`config.mk`:
```
export PLATFORM = sky130hd
export DESIGN_NAME = htlp_ctrl
export DESIGN_NICKNAME = d
export VERILOG_FILES = /design/src/rtl/htlp_pkg.sv /design/src/rtl/htlp_ctrl.sv
export SDC_FILE = /design/constraint.sdc
export NUM_CORES = 1
export LEC_CHECK = 0
export ABC_AREA = 0
export BUFFER_PORTS_ARGS = -buffer_cell sky130_fd_sc_hd__buf_4
export CAP_MARGIN = 20
export CELL_PAD_IN_SITES_DETAIL_PLACEMENT = 1
export CELL_PAD_IN_SITES_GLOBAL_PLACEMENT = 1
export CORE_AREA = 2 2 39 41
export DETAILED_ROUTE_END_ITERATION = 10
export DIE_AREA = 0 0 41 43
export HOLD_SLACK_MARGIN = 0.15
export PLACE_DENSITY_LB_ADDON = 0.3
export SKIP_LAST_GASP = 1
export SYNTH_ARGS = -nofsm -noshare
export SYNTH_HDL_FRONTEND = slang
export SYNTH_SLANG_ARGS = --single-unit
export TNS_END_PERCENT = 50
```
`constraint.sdc`:
```
create_clock -name clock -period 1.3 [get_ports clock]
set_input_delay 0.195 -clock clock [delete_from_list [all_inputs] [get_ports clock]]
set_output_delay 0.195 -clock clock [all_outputs]
set_load 0.03 [all_outputs]
```
`src/rtl/htlp_pkg.sv`:
```
`timescale 1ns / 1ps
// ----------------------------------------------------------------------------
// htlp_pkg
// Shared sizes, codes and controller/datapath interface types for the
// linear-probe hash table.
// ----------------------------------------------------------------------------
package htlp_pkg;

   // table geometry
   localparam int TABLE_SIZE = 97;
   localparam int KEY_CHARS  = 8;

   // field widths
   localparam int KEY_W    = 64;
   localparam int VALUE_W  = 64;
   localparam int STATUS_W = 2;
   localparam int SLOT_W   = 7;

   // slot index and probe count
   localparam int IDX_W = (TABLE_SIZE > 1) ? $clog2(TABLE_SIZE) : 1;

   // character sum and home slot reduction
   localparam int SUM_W   = $clog2(255 * KEY_CHARS + 1);
   localparam int RED_W   = SUM_W + 12;
   localparam int MOD_TOP = (SUM_W > IDX_W) ? (SUM_W - IDX_W) : 0;

   localparam logic [KEY_W-1:0] KEY_MASK = (KEY_CHARS >= 8) ? {KEY_W{1'b1}} :
      ((KEY_W'(1) << (8 * KEY_CHARS)) - KEY_W'(1));

   // request operation codes
   localparam logic CMD_INSERT = 1'b0;
   localparam logic CMD_SEARCH = 1'b1;

   // response status codes
   typedef enum logic [STATUS_W-1:0] {
      ST_INSERTED  = 2'd0,
      ST_FULL      = 2'd1,
      ST_FOUND     = 2'd2,
      ST_NOT_FOUND = 2'd3
   } status_type;

   // controller states
   typedef enum logic [2:0] {
      S_IDLE,
      S_SUM,
      S_MOD,
      S_READ,
      S_CHECK,
      S_RESULT
   } state_type;

   // controller to datapath
   typedef struct packed {
      logic load_req;
      logic sum;
      logic modulo;
      logic read;
      logic check;
      logic respond;
   } ctrl_cmd_type;

   // datapath to controller
   typedef struct packed {
      logic probe_end;
      logic out_free;
   } dp_stat_type;

endpackage

```
`src/rtl/htlp_ctrl.sv`:
```
`timescale 1ns / 1ps
// ----------------------------------------------------------------------------
// htlp_ctrl
// Sequencer: request capture, hash, then read/check probe loop, then
// hand-off of the result to the response register.
// ----------------------------------------------------------------------------
module htlp_ctrl (
   input  logic                  clock,
   input  logic                  reset,
   input  logic                  req_valid,
   output logic                  req_stall,
   input  htlp_pkg::dp_stat_type stat,
   output htlp_pkg::ctrl_cmd_type cmd
);

   htlp_pkg::state_type state_ff;
   htlp_pkg::state_type state_in;

   always_ff @(posedge clock) begin
      if (reset) begin
         state_ff <= htlp_pkg::S_IDLE;
      end else begin
         state_ff <= state_in;
      end
   end

   always_comb begin
      state_in  = state_ff;
      cmd       = '0;
      req_stall = 1'b1;
      case (state_ff)
         htlp_pkg::S_IDLE: begin
            req_stall = 1'b0;
            if (req_valid) begin
               cmd.load_req = 1'b1;
               state_in     = htlp_pkg::S_SUM;
            end
         end
         htlp_pkg::S_SUM: begin
            cmd.sum  = 1'b1;
            state_in = htlp_pkg::S_MOD;
         end
         htlp_pkg::S_MOD: begin
            cmd.modulo = 1'b1;
            state_in   = htlp_pkg::S_READ;
         end
         htlp_pkg::S_READ: begin
            cmd.read = 1'b1;
            state_in = htlp_pkg::S_CHECK;
         end
         htlp_pkg::S_CHECK: begin
            cmd.check = 1'b1;
            state_in  = stat.probe_end ? htlp_pkg::S_RESULT : htlp_pkg::S_READ;
         end
         htlp_pkg::S_RESULT: begin
            // wait for the response register to free up
            if (stat.out_free) begin
               cmd.respond = 1'b1;
               state_in    = htlp_pkg::S_IDLE;
            end
         end
         default: begin
            state_in = htlp_pkg::S_IDLE;
         end
      endcase
   end

endmodule

```
* Word-level counts from Yosys, hierarchy flattened
Index checks and enable logic that the tools add are counted.
** Storage, ports and cells
- Word-level logic and storage cells :: 23
- Bits in registers :: 3
- Bits of input ports :: 5
- Output and inout port bits :: 7
** Operators by class
- Mux-type cells :: 13
- Reduce and logical (&&, ||, !) cells :: 2
- Equal/unequal tests :: 7
** Operator list (number)
- 3-bit one-hot mux with 6 select lines :: 1
- 1-bit 2-to-1 mux :: 9
- 3-bit 2-to-1 mux :: 3
- 3-bit by 2-bit == test with 1-bit output, second input constant :: 2
- 3-bit == test, second input constant :: 2
- 2-bit != test, second input constant :: 2
- 3-bit by 1-bit == test with 1-bit output, second input constant :: 1
- 3-bit logical NOT :: 1
- 2-bit AND reduction :: 1

* Depth between registers and ports, before layout
Gate-level depths: netlist of the first run.
- Depth after elaboration :: 3
- Depth in mapped cells :: 3
- Gate-level depth less buffers :: 2

* Least setup slack after synthesis of the first run
OpenSTA, ideal clock, no wires.
- Kind :: flip-flop to output port
- From :: register state_ff[0]
- To :: output cmd[4] (netlist name)
- Buffers on the path :: 1
- Path slack :: -0.118 ns
- Required time :: 1.105 ns
- Cell stages (with the launch flop) :: 3
- Data arrival time :: 1.223 ns
- Path through :: dfxtp_1 > buf_2 > nor3b_1
** RTL lines
- from (decl) :: RTL line htlp_ctrl.sv:16 : htlp_pkg::state_type state_ff;
- from (signal assigned) :: RTL line htlp_ctrl.sv:21 : state_ff <= htlp_pkg::S_IDLE;
- from (signal assigned) :: RTL line htlp_ctrl.sv:23 : state_ff <= state_in;
- to (decl) :: RTL line htlp_ctrl.sv:13 : output htlp_pkg::ctrl_cmd_type cmd

==> results.json, run 1 <==
{
  "ios": 12,
  "vias_per_cell": 4.333,
  "status": "finished with violations",
  "drc": 0,
  "max_clock_freq_mhz": 742.5,
  "fillers": 168,
  "ys_seq_area_share_pct": 24.74,
  "postSynthCellCount": 28,
  "syn-cell-area_um2": 242.7,
  "power_density_nw_per_um2": 1211,
  "die_area_um2": 1763,
  "dp.cells": 54,
  "max-slew-margin-rel_pct": 81.81,
  "worstMarginPinSlew_ns": 0.2720,
  "cts_tree": "yes",
  "syn_nets": 33,
  "min_to": "state_ff[0]",
  "drive_gt1_share_pct": 70.45,
  "setup_viol": 2,
  "area_growth_pct": 71.13,
  "vias": 260,
  "root_buffer": "clkbuf_4",
  "nets": 50,
  "holdBufCountCts": 0,
  "die_h_um": 43,
  "wl_per_cell_um": 11.37,
  "grt_remaining_overflow": 0,
  "clkLatencyLatePin_ns": 0.23,
  "routed_wl_um": 682,
  "yosysWarnings": 0,
  "cts.sinks": 3,
  "fp.dieW_um": 41,
  "ant_nets": 0,
  "grt_max_degree": 10,
  "violations": "negative setup slack",
  "largest_reg_flops": 3,
  "hold_viol_final": 0,
  "drt_iter0_drc": 0,
  "arrival_ns": 1.15,
  "ys_ff_latch": 3,
  "crit_type": "reg -> out",
  "setup_ws_ns": -0.04672,
  "period_needed_ns": 1.347,
  "place.gp.congestion": 0.7455,
  "rsz0062_at_grt": "true",
  "clk_pin_slew_worst_paths_ns": 0.04,
  "ys_types": 19,
  "min_path_type": "in -> reg",
  "regMostFlops": "state_ff",
  "r2r_end": "state_ff[2]",
  "avgSynthCellArea_um2": 8.669,
  "rows": 14,
  "htreeDepth": 1,
  "total_power_uw": 503.3,
  "start_util_pct": 17.54,
  "grt_antenna_before_repair": 0,
  "numCtsBuffers": 3,
  "core_area_um2": 1384,
  "p_switching_uw": 172.9,
  "end_kind": "output pin",
  "rr_startpoint": "state_ff[0]",
  "crit_fanout": 2,
  "io_buffers": 11,
  "cts_max_path_buffers": 2,
  "grt_usage_pct": 10.02,
  "reg2reg_slack_ns": 0.17,
  "p_int_uw": 330.3,
  "startpoint": "state_ff[2]",
  "worstRegToRegCells": 3,
  "min_path_cells": 3,
  "instances_no_fill": 60,
  "drv_slew": 0,
  "hp-start": "reset",
  "worst_ir_drop_vdd_v": 0.0004938,
  "grt_pass1_vias": 273,
  "crit_path_top_delay_cell": "or3_4",
  "crit_required_ns": 1.11,
  "firstDrtPassIters": 1,
  "swShare_pct": 34.36,
  "grt_first_pass_wirelength_um": 1152,
  "pwr-share-comb_pct": 45.5,
  "cp_slowest_stage_delay_ns": 0.40,
  "finalClockSkew_ns": 0.001651,
  "maxCapViolCount": 0,
  "critPathLaunchType": "flip-flop",
  "pwr-share-clk_pct": 32.0,
  "top_regs": "state_ff (3)",
  "post-route-period-util_pct": 103.6,
  "path_cells": "or3_4, nor2_4, buf_6",
  "p_leak_nw": 0.1910,
  "diodes": 0,
  "seq_power_share_pct": 22.5
}
-- metrics by stage --
step | util (%) | TNS [ns] | cell area, um^2 | hold slack, ns | setup WS (ns)
after detailed placement | 24.68 | 0 | 341.6 | 0.5068 | 0.1094
after global routing | 30.02 | -0.2367 | 415.4 | 0.2619 | -0.09002
after global placement | 24.68 | 0 | 341.6 | 0.4983 | 0.1298
after CTS | 29.66 | -0.1114 | 410.4 | 0.2508 | -0.06037
final | 30.02 | -0.05743 | 415.4 | 0.2558 | -0.04672
after floorplan | - | -0.1287 | 247.7 | 0.3703 | -0.07840
-- cells by family after synthesis --
kind of cell | Yosys count | share of synthesized area, %
AND/OR/NAND/NOR | 15 | 42.78
AO/OA/AOI/OAI | 5 | 17.53
buffers and inverters | 4 | 11.34
flip-flops | 3 | 24.74
XOR/XNOR | 1 | 3.609
-- layer usage --
| layer | wire length (um) | up-vias | GRT usage [%] |
|---|---|---|---|
| li1 | - | 128 | - |
| met1 | 265 | 126 | 10.22 |
| met2 | 386 | 4 | 15.63 |
| met3 | 23 | 2 | 3.141 |
| met4 | 7 | 0 | 8.000 |
| met5 | 0 | - | 0 |
-- worst max-delay path by stage --
stage          depth (start not counted)     end  slack, ns
2_1_floorplan                          2  cmd[3]      -0.08
3_5_place_dp                           3  cmd[5]       0.11
3_3_place_gp                           3  cmd[5]       0.13
6_report                               3  cmd[5]      -0.05
5_1_grt                                3  cmd[5]      -0.09
4_1_cts                                3  cmd[5]      -0.06
-- Yosys cell counts --
cell      number  area share [%]
or3_4          1             4.6
nand2b_4       1             5.7
dfxtp_1        3              25
a31o_2         1             3.6
a21oi_1        1             2.1
or2_2          3             7.7
nor2_2         1             2.6
o211a_1        1             4.1
inv_1          1             1.5
o32ai_1        1             3.6
nand2_1        2             3.1
nor3b_1        3             9.3
and4bb_2       1             5.2
buf_2          1             2.1
xnor2_1        1             3.6
buf_4          1             3.1
o21ba_2        1             4.1
nor2_1         3             4.6
buf_6          1             4.6
-- worst max-delay path: cells and delay by family (launching register included) --
kind,cells,cell delay (ns)
buffers and inverters,1,0.13
flip-flops,1,0.31
AND/OR/NAND/NOR,2,0.49
-- cell type report --
| class | instances | area (um^2) | area share (%) |
|---|---|---|---|
| Multi-Input combinational cell | 21 | 177.7 | 42.77 |
| Timing Repair Buffer | 15 | 123.9 | 29.82 |
| Sequential cell | 3 | 63.81 | 15.36 |
| Clock buffer | 4 | 26.28 | 6.325 |
| Tap cell | 16 | 20.02 | 4.819 |
| Inverter | 1 | 3.754 | 0.9036 |
-- what timing repair did --
item,CTS,global route
setup endpoints to repair,6,6
pin swaps,0,0
resized for setup,8,1
setup buffers,2,0
-- placed cells by master (no fill, tap or decap) --
master / n
a21oi_1: 1
a31o_2: 1
and4bb_2: 1
buf_4: 12
buf_6: 3
clkbuf_1: 1
clkbuf_4: 3
dfxtp_1: 2
dfxtp_4: 1
inv_1: 1
nand2_1: 2
nand2b_4: 1
nor2_1: 2
nor2_4: 2
nor3b_1: 1
nor3b_2: 2
o211a_1: 1
o21ba_2: 1
o32ai_1: 1
or2_2: 3
or3_4: 1
xnor2_1: 1
-- power groups by stage --
stage / Clock (mW) / Combinational [mW] / Sequential [mW]
2_1_floorplan: 0 / 0.149 / 0.107
3_5_place_dp: 0 / 0.196 / 0.118
5_1_grt: 0.185 / 0.244 / 0.115
4_1_cts: 0.171 / 0.227 / 0.113
6_report: 0.161 / 0.229 / 0.113
3_3_place_gp: 0 / 0.194 / 0.117
No activity file was read; power rests on OpenSTA's default activity.
==> inputs of run 2 (changes only) <==
==> constraint.sdc (replaced) <==
create_clock -name clock -period 1.1 [get_ports clock]
set_input_delay 0.165 -clock clock [delete_from_list [all_inputs] [get_ports clock]]
set_output_delay 0.165 -clock clock [all_outputs]
set_load 0.02 [all_outputs]
==> run 2 against run 1 <==
The flow still finishes with violations (negative setup slack). Via count shrank 1.9%. Combinational power grew 7%. Cell count grew 1.7%. Clock power grew 19%. Die area is the same. Critical path depth is the same. Count of clock-buffer cells in the layout is the same.
==> results.json, run 2 (synthesis gave the netlist of run 1 again) <==
{
  "fillers": 161,
  "grt_pass1_vias": 281,
  "crit_fanout": 2,
  "drv_slew": 0,
  "seq_area_um2": 61.31,
  "root_buffer": "clkbuf_4",
  "rr_startpoint": "state_ff[2]",
  "cts.sinks": 3,
  "p_leak_nw": 0.1949,
  "place.gp.congestion": 0.7730,
  "max-slew-margin-rel_pct": 84.25,
  "top_regs": "state_ff (3)",
  "fp.dieW_um": 41,
  "core_area_um2": 1384,
  "routed_wl_um": 680,
  "total_power_uw": 570.1,
  "critPathLaunchType": "flip-flop",
  "hp-start": "stat[1]",
  "power_density_nw_per_um2": 1360,
  "diodes": 0,
  "setup_ws_ns": -0.2106,
  "final_core_util_pct": 30.29,
  "end_kind": "output pin",
  "regMostFlops": "state_ff",
  "grt_usage_pct": 10.52,
  "clk_pin_slew_worst_paths_ns": 0.04,
  "firstDrtPassIters": 1,
  "multi_input_area_um2": 180.2,
  "vias": 255,
  "ant_nets": 0,
  "drc": 0,
  "grt_antenna_before_repair": 0,
  "worstMarginPinSlew_ns": 0.2355,
  "placed_area_um2": 369.1,
  "area_growth_pct": 72.68,
  "final_area_um2": 419.2,
  "drt_iter0_drc": 0,
  "min_path_type": "in -> reg",
  "crit_type": "reg -> out",
  "wl_per_cell_um": 11.15,
  "numCtsBuffers": 3,
  "rsz0062_at_grt": "true",
  "maxCapViolCount": 0,
  "post-route-period-util_pct": 119.1,
  "status": "finished with violations",
  "hold_viol_final": 0,
  "finalClockSkew_ns": 0.001069,
  "io_buffers": 11,
  "clkLatencyLatePin_ns": 0.23,
  "worst_ir_drop_vdd_v": 0.0004311,
  "rows": 14,
  "ios": 12,
  "max_clock_freq_mhz": 763.0,
  "die_h_um": 43,
  "violations": "negative setup slack",
  "start_util_pct": 17.54,
  "holdWs_ns": 0.2359,
  "cts_max_path_buffers": 2,
  "htreeDepth": 1,
  "crit_required_ns": 0.94,
  "grt_first_pass_wirelength_um": 1207,
  "layout_commonest_cell": "buf_4",
  "layout_common_cells": "buf_4 (14), or2_2 (3), clkbuf_4 (3)",
  "drive_gt1_share_pct": 73.33,
  "die_area_um2": 1763,
  "nets": 51,
  "hpwl_um": 553.9,
  "post_cts_buffers": 0,
  "arrival_ns": 1.15,
  "grt_max_degree": 10,
  "cts_tree": "yes",
  "startpoint": "state_ff[1]",
  "setup_viol": 7,
  "holdBufCountCts": 0,
  "largest_reg_flops": 3,
  "vias_per_cell": 4.180,
  "period_needed_ns": 1.311,
  "grt_remaining_overflow": 0
}
-- run 2: path summary, 6_finish.rpt --
path                 end  depth (start not counted)  slack, ns
min reg2reg  state_ff[1]                          2       0.65
max reg2reg  state_ff[2]                          3       0.05
max               cmd[5]                          3      -0.21
min          state_ff[1]                          3       0.24
-- run 2: routing by layer --
metal / GRT usage [%] / vias up / share of wire [%]
li1: - / 128 / -
met1: 12.46 / 119 / 41
met2: 15.00 / 6 / 54
met3: 1.571 / 2 / 3.2
met4: 10.00 / 0 / 1.6
met5: 0 / - / 0
-- run 2: repair_timing --
| action | CTS | global route |
|---|---|---|
| hold endpoints to repair | 0 | 0 |
| gates cloned | 0 | 0 |
| gates resized for setup | 5 | 2 |
| setup endpoints to repair | 7 | 7 |
| pin swaps | 1 | 0 |
-- run 2: layout make-up --
| cell class | count | area share (%) |
|---|---|---|
| clock buffers | 4 | 6.269 |
| inverters | 1 | 0.8955 |
| flip-flops and latches | 3 | 14.63 |
| multi-input cells | 21 | 42.99 |
| repair buffers | 16 | 30.45 |
| well taps | 16 | 4.776 |
-- run 2: power by group --
group          total [mW]  internal, mW  switching [mW]
clock network       0.191         0.136          0.0554
logic               0.244         0.130           0.114
registers           0.135         0.123          0.0118
total               0.570         0.388           0.182
-- run 2: worst max-delay path, cell delays in order (launching register included) --
cell and delay [ns]:
dfxtp_1 0.31, or3_4 0.40, nor2_4 0.09, buf_6 0.11
-- run 2: through the flow --
stage	instances	TNS, ns	setup slack, ns
2_1_floorplan	28	-0.1074	-0.06950
6_report	61	-1.004	-0.2106
4_1_cts	61	-1.143	-0.2207
3_5_place_dp	57	0	0.01457
5_1_grt	61	-1.401	-0.2464
3_3_place_gp	57	0	0.03149
